## config.mk

```make
export PLATFORM = sky130hd
export DESIGN_NAME = double_hash_table
export DESIGN_NICKNAME = d
export VERILOG_FILES = /design/src/hw/rtl/dht_pkg.sv /design/src/hw/rtl/dht_ram.sv /design/src/hw/rtl/dht_ctrl.sv /design/src/hw/rtl/dht_datapath.sv /design/src/hw/rtl/double_hash_table.sv
export VERILOG_INCLUDE_DIRS = /design/src /design/src/hw/rtl
export SDC_FILE = /design/constraint.sdc
export NUM_CORES = 1
export LEC_CHECK = 0
export ABC_AREA = 1
export BUFFER_PORTS_ARGS = -buffer_cell sky130_fd_sc_hd__buf_4
export CAP_MARGIN = 10
export CELL_PAD_IN_SITES_DETAIL_PLACEMENT = 0
export CELL_PAD_IN_SITES_GLOBAL_PLACEMENT = 1
export CORE_MARGIN = 5
export CORE_UTILIZATION = 32
export CTS_CLUSTER_DIAMETER = 50
export DETAILED_ROUTE_END_ITERATION = 7
export GPL_ROUTABILITY_DRIVEN = 0
export GPL_TIMING_DRIVEN = 1
export PLACE_DENSITY = 0.6
export RECOVER_POWER = 25
export SLEW_MARGIN = 30
export SYNTH_ARGS = -nofsm -noshare
export SYNTH_HDL_FRONTEND = slang
export SYNTH_SLANG_ARGS = --single-unit
```

## constraint.sdc

```tcl
create_clock -name clk_i -period 7 [get_ports clk_i]
set_clock_uncertainty 0.05 [all_clocks]
set_input_delay 1.05 -clock clk_i [delete_from_list [all_inputs] [get_ports clk_i]]
set_output_delay 1.05 -clock clk_i [all_outputs]
set_load 0.01 [all_outputs]
```

## src/hw/rtl/double_hash_table_macros.svh

```systemverilog
// Assertion macros shared by the hash table RTL.
// Depends on nothing; included by the top level only.
`ifndef DOUBLE_HASH_TABLE_MACROS_SVH
`define DOUBLE_HASH_TABLE_MACROS_SVH

// Same-cycle implication, checked out of reset
`define DHT_ASSERT_IMP(label, clk, rst_n, ante, cons) \
  label: assert property (@(posedge clk) disable iff (!rst_n) (ante) |-> (cons)) \
    else $error("hash table check failed");

// Next-cycle implication, checked out of reset
`define DHT_ASSERT_NXT(label, clk, rst_n, ante, cons) \
  label: assert property (@(posedge clk) disable iff (!rst_n) (ante) |=> (cons)) \
    else $error("hash table check failed");

`endif

```

## src/hw/rtl/dht_pkg.sv

```systemverilog
// Shared types and constants of the double hashing table.
// Used by the controller, the datapath and the top level.
package dht_pkg;

  localparam int DHT_SLOTS    = 13;
  localparam int DHT_STEP_MOD = 11;
  localparam int DHT_KEY_W    = 16;
  localparam int DHT_KEY_BITS = 16;
  localparam int DHT_SLOT_W   = 4;
  localparam int DHT_OP_W     = 2;
  localparam int DHT_STS_W    = 3;

  typedef enum logic [DHT_OP_W-1:0] {
    OP_INSERT = 2'd0,
    OP_SEARCH = 2'd1,
    OP_DELETE = 2'd2
  } dht_op_e;

  typedef enum logic [DHT_STS_W-1:0] {
    STS_INSERTED  = 3'd0,
    STS_FULL      = 3'd1,
    STS_FOUND     = 3'd2,
    STS_NOT_FOUND = 3'd3,
    STS_DELETED   = 3'd4,
    STS_DEL_MISS  = 3'd5
  } dht_status_e;

  typedef enum logic [2:0] {
    ST_IDLE,
    ST_QUOT,
    ST_REM,
    ST_READ,
    ST_PROBE,
    ST_EMIT
  } dht_state_e;

  typedef struct packed {
    logic [DHT_OP_W-1:0]  operation;
    logic [DHT_KEY_W-1:0] key;
  } dht_in_t;

  typedef struct packed {
    logic [DHT_STS_W-1:0]  status;
    logic [DHT_SLOT_W-1:0] slot;
  } dht_out_t;

  typedef struct packed {
    logic load_in;
    logic calc_quot;
    logic calc_rem;
    logic probe;
    logic load_out;
  } dht_cmd_t;

  typedef struct packed {
    logic op_bad;
    logic done;
  } dht_sts_t;

endpackage

```

## src/hw/rtl/dht_ram.sv

```systemverilog
// Generic single-write, single-read RAM with registered read data.
// Depends on nothing.
module dht_ram #(
  parameter int WIDTH = 16,
  parameter int DEPTH = 13
) (
  input  logic                     clk_i,
  input  logic                     we_i,
  input  logic [$clog2(DEPTH)-1:0] waddr_i,
  input  logic [WIDTH-1:0]         wdata_i,
  input  logic [$clog2(DEPTH)-1:0] raddr_i,
  output logic [WIDTH-1:0]         rdata_o
);

  logic [WIDTH-1:0] mem_q [DEPTH];
  logic [WIDTH-1:0] rdata_q;

  // Write port
  always_ff @(posedge clk_i) begin
    if (we_i) begin
      mem_q[waddr_i] <= wdata_i;
    end
  end

  // Registered read port
  always_ff @(posedge clk_i) begin
    rdata_q <= mem_q[raddr_i];
  end

  assign rdata_o = rdata_q;

endmodule

```

## src/hw/rtl/dht_ctrl.sv

```systemverilog
// Sequencer of the hash table: accept, hash setup, probe walk, result beat.
// Depends on dht_pkg.
module dht_ctrl import dht_pkg::*; (
  input  logic     clk_i,
  input  logic     rst_ni,
  input  logic     in_valid_i,
  output logic     in_stall_o,
  output logic     out_valid_o,
  input  logic     out_stall_i,
  input  dht_sts_t sts_i,
  output dht_cmd_t cmd_o
);

  dht_state_e state_q, state_d;
  logic       out_valid_q, out_valid_d;
  logic       out_free;

  assign out_free = !out_valid_q || !out_stall_i;

  // State register
  always_ff @(posedge clk_i or negedge rst_ni) begin
    if (!rst_ni) begin
      state_q     <= ST_IDLE;
      out_valid_q <= 1'b0;
    end else begin
      state_q     <= state_d;
      out_valid_q <= out_valid_d;
    end
  end

  // Next state and commands
  always_comb begin
    state_d = state_q;
    cmd_o   = '0;
    case (state_q)
      ST_IDLE: begin
        if (in_valid_i) begin
          cmd_o.load_in = 1'b1;
          state_d       = ST_QUOT;
        end
      end
      ST_QUOT: begin
        cmd_o.calc_quot = 1'b1;
        state_d         = ST_REM;
      end
      ST_REM: begin
        cmd_o.calc_rem = 1'b1;
        state_d        = sts_i.op_bad ? ST_EMIT : ST_READ;
      end
      ST_READ: begin
        state_d = ST_PROBE;
      end
      ST_PROBE: begin
        cmd_o.probe = 1'b1;
        if (sts_i.done) begin
          state_d = ST_EMIT;
        end
      end
      ST_EMIT: begin
        if (out_free) begin
          cmd_o.load_out = 1'b1;
          state_d        = ST_IDLE;
        end
      end
      default: begin
        state_d = ST_IDLE;
      end
    endcase
  end

  // Hold the result beat until taken
  always_comb begin
    out_valid_d = out_valid_q;
    if (cmd_o.load_out) begin
      out_valid_d = 1'b1;
    end else if (!out_stall_i) begin
      out_valid_d = 1'b0;
    end
  end

  assign in_stall_o  = (state_q != ST_IDLE);
  assign out_valid_o = out_valid_q;

endmodule

```

## src/hw/rtl/dht_datapath.sv

```systemverilog
// Datapath of the hash table: key hashing, probe position walk, key store,
// occupancy bits and result register. Depends on dht_pkg and dht_ram.
module dht_datapath import dht_pkg::*; #(
  parameter int KEY_BITS = DHT_KEY_BITS
) (
  input  logic     clk_i,
  input  logic     rst_ni,
  input  dht_in_t  in_data_i,
  input  dht_cmd_t cmd_i,
  output dht_sts_t sts_o,
  output dht_out_t out_data_o
);

  localparam int KW   = (KEY_BITS < DHT_KEY_W) ? KEY_BITS : DHT_KEY_W;
  localparam int QW   = KW - 3;
  localparam int QS13 = KW + $clog2(DHT_SLOTS);
  localparam int QS11 = KW + $clog2(DHT_STEP_MOD);
  localparam int PW   = 2 * KW + 1;
  localparam int SW   = DHT_SLOT_W;
  localparam logic [KW:0] M13 = (KW+1)'(((1 << QS13) + DHT_SLOTS - 1) / DHT_SLOTS);
  localparam logic [KW:0] M11 = (KW+1)'(((1 << QS11) + DHT_STEP_MOD - 1) / DHT_STEP_MOD);

  logic [DHT_OP_W-1:0] op_q;
  logic [KW-1:0]       key_q;
  logic [QW-1:0]       quot13_q, quot11_q;
  logic [SW-1:0]       pos_q, step_q, attempt_q;
  logic [DHT_SLOTS-1:0] used_q;
  dht_out_t            res_q, res_d, out_q;

  logic [PW-1:0]       prod13, prod11;
  logic [KW-1:0]       back13, back11, rem13, rem11;
  logic [SW:0]         pos_sum;
  logic [SW-1:0]       pos_adv, raddr;
  logic [KW-1:0]       rd_key;
  logic                slot_used, key_match, hit, op_bad, ram_we;

  // Quotients by reciprocal multiplication (exact for KW-bit keys)
  assign prod13 = {{(KW+1){1'b0}}, key_q} * {{KW{1'b0}}, M13};
  assign prod11 = {{(KW+1){1'b0}}, key_q} * {{KW{1'b0}}, M11};

  // Remainders from the registered quotients
  assign back13 = {3'b000, quot13_q} * KW'(DHT_SLOTS);
  assign back11 = {3'b000, quot11_q} * KW'(DHT_STEP_MOD);
  assign rem13  = key_q - back13;
  assign rem11  = key_q - back11;

  // Advance the probe position modulo the table size
  assign pos_sum = {1'b0, pos_q} + {1'b0, step_q};
  assign pos_adv = (pos_sum >= (SW+1)'(DHT_SLOTS)) ?
                   SW'(pos_sum - (SW+1)'(DHT_SLOTS)) : pos_sum[SW-1:0];

  // Read the next position while the current one is checked
  assign raddr = cmd_i.probe ? pos_adv : pos_q;

  assign op_bad = !(op_q == OP_INSERT || op_q == OP_SEARCH || op_q == OP_DELETE);

  // Probe decision
  always_comb begin
    slot_used = used_q[pos_q];
    key_match = slot_used && (rd_key == key_q);
    hit       = 1'b1;
    res_d     = '0;
    case (op_q)
      OP_INSERT: begin
        hit          = !slot_used;
        res_d.status = hit ? STS_INSERTED : STS_FULL;
        res_d.slot   = hit ? pos_q : '0;
      end
      OP_SEARCH: begin
        hit          = !slot_used || key_match;
        res_d.status = key_match ? STS_FOUND : STS_NOT_FOUND;
        res_d.slot   = key_match ? pos_q : '0;
      end
      OP_DELETE: begin
        hit          = key_match;
        res_d.status = key_match ? STS_DELETED : STS_DEL_MISS;
        res_d.slot   = key_match ? pos_q : '0;
      end
      default: begin
        hit          = 1'b1;
        res_d.status = STS_NOT_FOUND;
        res_d.slot   = '0;
      end
    endcase
  end

  assign sts_o.done   = hit || (attempt_q == SW'(DHT_SLOTS - 1));
  assign sts_o.op_bad = op_bad;
  assign ram_we       = cmd_i.probe && (op_q == OP_INSERT) && !slot_used;

  // Item, hash, walk and result registers
  always_ff @(posedge clk_i) begin
    if (cmd_i.load_in) begin
      op_q  <= in_data_i.operation;
      key_q <= in_data_i.key[KW-1:0];
    end
    if (cmd_i.calc_quot) begin
      quot13_q <= prod13[PW-1:QS13];
      quot11_q <= prod11[PW-1:QS11];
    end
    if (cmd_i.calc_rem) begin
      pos_q     <= rem13[SW-1:0];
      step_q    <= rem11[SW-1:0] + SW'(1);
      attempt_q <= '0;
      if (op_bad) begin
        res_q.status <= STS_NOT_FOUND;
        res_q.slot   <= '0;
      end
    end
    if (cmd_i.probe) begin
      if (sts_o.done) begin
        res_q <= res_d;
      end else begin
        pos_q     <= pos_adv;
        attempt_q <= attempt_q + SW'(1);
      end
    end
    if (cmd_i.load_out) begin
      out_q <= res_q;
    end
  end

  // Occupancy bits: set on insert, clear on delete
  always_ff @(posedge clk_i or negedge rst_ni) begin
    if (!rst_ni) begin
      used_q <= '0;
    end else if (cmd_i.probe) begin
      if (ram_we) begin
        used_q[pos_q] <= 1'b1;
      end else if ((op_q == OP_DELETE) && key_match) begin
        used_q[pos_q] <= 1'b0;
      end
    end
  end

  dht_ram #(
    .WIDTH (KW),
    .DEPTH (DHT_SLOTS)
  ) u_keys (
    .clk_i   (clk_i),
    .we_i    (ram_we),
    .waddr_i (pos_q),
    .wdata_i (key_q),
    .raddr_i (raddr),
    .rdata_o (rd_key)
  );

  assign out_data_o = out_q;

endmodule

```

## src/hw/rtl/double_hash_table.sv

```systemverilog
// A 13-slot open-addressing hash table with double hashing; each input beat
// (insert, search or delete of a key) gives one result beat. An item passes
// through the sequencer states in order: QUOT and REM work out key mod 13 and
// key mod 11, READ reads the first slot from the key RAM, PROBE walks n probes
// (1 to 13) on the single read port, and EMIT loads the result register,
// waiting while an earlier result beat is still stalled. The next beat can
// be accepted in the cycle the result turns valid. An unused operation code
// goes from REM straight to EMIT, skipping the key RAM read and probe walk.
// Depends on dht_pkg, dht_ctrl, dht_datapath and the macros header.
`include "double_hash_table_macros.svh"

module double_hash_table import dht_pkg::*; #(
  parameter int KEY_BITS = DHT_KEY_BITS
) (
  input  logic     clk_i,
  input  logic     rst_ni,
  input  logic     in_valid_i,
  output logic     in_stall_o,
  input  dht_in_t  in_data_i,
  output logic     out_valid_o,
  input  logic     out_stall_i,
  output dht_out_t out_data_o
);

  dht_cmd_t cmd;
  dht_sts_t sts;

  dht_ctrl u_ctrl (
    .clk_i       (clk_i),
    .rst_ni      (rst_ni),
    .in_valid_i  (in_valid_i),
    .in_stall_o  (in_stall_o),
    .out_valid_o (out_valid_o),
    .out_stall_i (out_stall_i),
    .sts_i       (sts),
    .cmd_o       (cmd)
  );

  dht_datapath #(
    .KEY_BITS (KEY_BITS)
  ) u_datapath (
    .clk_i      (clk_i),
    .rst_ni     (rst_ni),
    .in_data_i  (in_data_i),
    .cmd_i      (cmd),
    .sts_o      (sts),
    .out_data_o (out_data_o)
  );

  // Busy right after an accepted beat
  `DHT_ASSERT_NXT(a_busy_after_accept, clk_i, rst_ni, in_valid_i && !in_stall_o, in_stall_o)
  // Never overwrite a result beat that is still stalled
  `DHT_ASSERT_IMP(a_no_overwrite, clk_i, rst_ni, cmd.load_out, !out_valid_o || !out_stall_i)
  // A loaded result shows up as valid
  `DHT_ASSERT_NXT(a_load_shows, clk_i, rst_ni, cmd.load_out, out_valid_o)
  // At most one sequencer command at a time
  `DHT_ASSERT_IMP(a_cmd_onehot, clk_i, rst_ni, 1'b1, $onehot0(cmd))

endmodule
```

==> impl_results.md <==
- Outcome: finished with violations
- Failing checks: max-capacitance violations, max-slew violations
- Pin count of the biggest net entering global routing: 49
- Syn_nets: 2,305
- Final layout net count: 2,369
- Area after DPL: 20,800 um^2
- FFs w/ async S/R, synth: 5.80%
- # diodes: 0
- Synth Flop Type: edfxtp_1
- Post-cts sizing count: 0
- EDFF count, synth: 245
- Final setup viols: 0
- H-tree lvl count: 2
- Critical path class: reg -> reg
- Max Freq: 164 MHz
- Longest Clk Path Bufs: 3
- Area Growth Syn to Fin: 13.0%
- Unique masters post-synth: 43
- Post-Syn Instances: 1,971
- CTS tree: yes
- Slowest CP cell: clkbuf_1
- Routed vias: 13.3k
- Die area: 66,100 um^2
- Initial antenna violation count: 0
- Post-synthesis sequential area ratio: 43.0%
- Mapped Avg Cell Area: 9.91 um^2
- Cell mode on critical path: fa_1
- First-pass GRT wire length: 80,600 um
- Vias in the first global route: 13.6k
- WL/cell: 18.2 um
- Die width: 257 um
- Post-layout minimum cycle time: 6.09 ns
- # rows: 90
- All-layer global routing usage: 15.8%
- Final Max Tran Viols: 21
- ANT nets after route: 0
- Core area: 60,400 um^2
- Multi-input logic area: 9070 um^2
- Max-Cap Viols: 1
- Crit. End Element: register
- Hpwl dp: 36,000 um
- Final instance area: 22,100 um^2
- Remaining Overflow, GRT: 0
- Req. time, crit path: 7.26 ns
- Residual DRC count: 0
- Max Fanout on Critical Path: 20
- Routed wire length: 51,900 um
- Post-CTS Setup Bufs: 0
- Fin Setup TNS: 0 ns
- Critical path, cell by cell: clkbuf_1 > ha_1 > fa_1 > inv_1 > fa_1 > fa_1 > fa_1 > inv_1 > ha_1 > nand2_1 > nor3_1 > nor3b_1 > nand4_1 > nand3_1 > xor2_1
- Clock transition at path regs: 0.05 ns
- Startpoint types: register
- Clk_lat worst skew: 0.57 ns
- Die H: 257 um
- Sequential Area: 8400 um^2
- I/O pin cnt: 31
- Final hold vios: 0
- Worst slew margin: -11.2%
- Starting Density: 32.4%
- Slew at the pin closest to its max-slew limit: 1.67 ns
- Crit path arrival time: 6.35 ns
- Final Cycle Share: 87.0%
- Warnings, synthesis: 0
- Clock Tree Root: clkbuf_16
- Via density: 4.66
- HP Class: reg -> reg
- CTS sink cnt: 293
- Share of layout cells above drive strength 1: 7.25%
- Seq cells post-synth: 293
- Fill cells: 6,116
- IO buf count: 30
- First-pass iteration count of the detailed router: 5
- Highest cell delay on the worst timing path: 1.24 ns
- Cts bufs inserted: 42
- Initial DRC count: 844
- Hold_buf cts: 0
- Cell area after synthesis: 19,500 um^2
- RSZ-0062 raised after global routing: false
-- critical path: cells and delay by family (launching register included) --
family                   cells  cell delay (ns)
adder cells (fa/ha/maj)      6             2.88
flip-flops                   1             0.53
AND/OR/NAND/NOR              5             0.97
XOR/XNOR                     1             0.07
buffers and inverters        3             1.33
-- state kept, by name (all words and copies together), names as in the netlist, named ones only --
signal                     cells
u_datapath.res_q               7
u_ctrl.out_valid_o             1
u_datapath.quot11_q            4
u_datapath.key_q              16
u_datapath.op_q                2
u_datapath.quot13_q            4
u_datapath.attempt_q           4
u_datapath.out_data_o          7
u_datapath.u_keys.mem_q      208
u_datapath.u_keys.rdata_o     16
u_datapath.step_q              4
u_ctrl.state_q                 3
u_datapath.pos_q               4
-- metrics by stage --
stage / setup WS (ns) / hold slack (ns) / cells / util, %
after CTS: 1.42 / 0.277 / 2851 / 36.6
after floorplan: 1.68 / 0.359 / 1971 / -
after global routing: 0.584 / 0.399 / 2851 / 36.6
after detailed placement: 1.41 / 0.374 / 2773 / 34.5
final: 0.910 / 0.383 / 2851 / 36.6
after global placement: 1.54 / 0.373 / 2773 / 34.4
-- layer usage --
layer | wire length, um | share of wire (%) | up-vias | global-route usage (%)
li1 | - | - | 6450 | -
met1 | 23300 | 45 | 6556 | 21.0
met2 | 25200 | 49 | 219 | 27.0
met3 | 2370 | 4.6 | 64 | 2.69
met4 | 1030 | 2.0 | 0 | 3.58
met5 | 0 | 0 | - | 0
-- cells by family after synthesis --
logic type / after synthesis / share of synthesized area [%]
and+or+nand+nor: 638 / 14.5
buffers and inverters: 534 / 10.9
adders and majority gates: 312 / 25.0
DFF: 293 / 43.0
AOI/OAI and AO/OA: 133 / 3.84
xor gates and xnor gates: 61 / 2.74
-- area by class of cell --
cell class	count	area share (%)
inverter	483	8.22
tap	782	4.44
timing repair buffer	71	2.18
clock buffer	60	5.12
clock inverter	18	0.851
multi-input combinational	1144	41.1
sequential	293	38.1
-- synthesized netlist by cell type (4+ instances only) --
library cell	number	share of area [%]
edfxtp_1	245	38
nor3_1	7	0.18
dfxtp_1	31	3.2
xnor2_1	35	1.6
inv_2	4	0.077
nand2_2	7	0.22
o21ai_1	13	0.33
buf_6	6	0.35
nand4_1	8	0.26
fa_1	131	13
xor2_1	26	1.2
a21oi_1	31	0.79
or2_1	5	0.16
dfrtp_1	17	2.2
ha_1	181	12
nand2_1	260	5.0
inv_1	479	9.2
buf_4	12	0.46
o21ai_0	58	1.5
nand3_1	264	6.8
buf_2	21	0.54
clkbuf_1	12	0.23
nor2_1	76	1.5
o21bai_1	5	0.19
a22oi_1	6	0.23
-- placed cells by master (no fill, tap or decap), types with 6 or more instances in the layout --
cell type  synthesis  layout
a21oi_1           31      31
o21ai_1           13      12
clkbuf_4           0      11
nand3_1          264     263
ha_1             181     181
nor2_2             1      10
nor3_1             7       7
a22oi_1            6       6
dfxtp_1           31      31
nand2_1          260     260
fa_1             131     131
nand2_2            7       6
buf_4             12      46
nand4_1            8       8
edfxtp_1         245     245
inv_1            479     479
xor2_1            26      26
clkbuf_16          0      42
nor2_1            76      67
dfrtp_1           17      17
clkbuf_1          12      31
o21ai_0           58      57
xnor2_1           35      35
-- worst paths after layout --
| kind | startpoint | endpoint | slack [ns] | cells past startpoint |
|---|---|---|---|---|
| setup / recovery | u_datapath.key_q[13]$_DFFE_PP_ | u_datapath.quot11_q[2]$_DFFE_PP_ | 0.91 | 15 |
| hold / removal | u_datapath.res_q[0]$_DFF_P_ | u_datapath.out_data_o[0]$_DFFE_PP_ | 0.38 | 0 |
| setup reg to reg | u_datapath.key_q[13]$_DFFE_PP_ | u_datapath.quot11_q[2]$_DFFE_PP_ | 0.91 | 15 |
| hold reg to reg | u_datapath.res_q[0]$_DFF_P_ | u_datapath.out_data_o[0]$_DFFE_PP_ | 0.38 | 0 |
| max in group asynchronous | rst_ni | async pin | 5.66 | 1 |
| min in group asynchronous | rst_ni | u_ctrl.state_q[1]$_DFFE_PN0P_ | 0.61 | 1 |
Power is not shown: default switching activity piles up to over one toggle a cycle in this logic, so the estimate is an artifact.
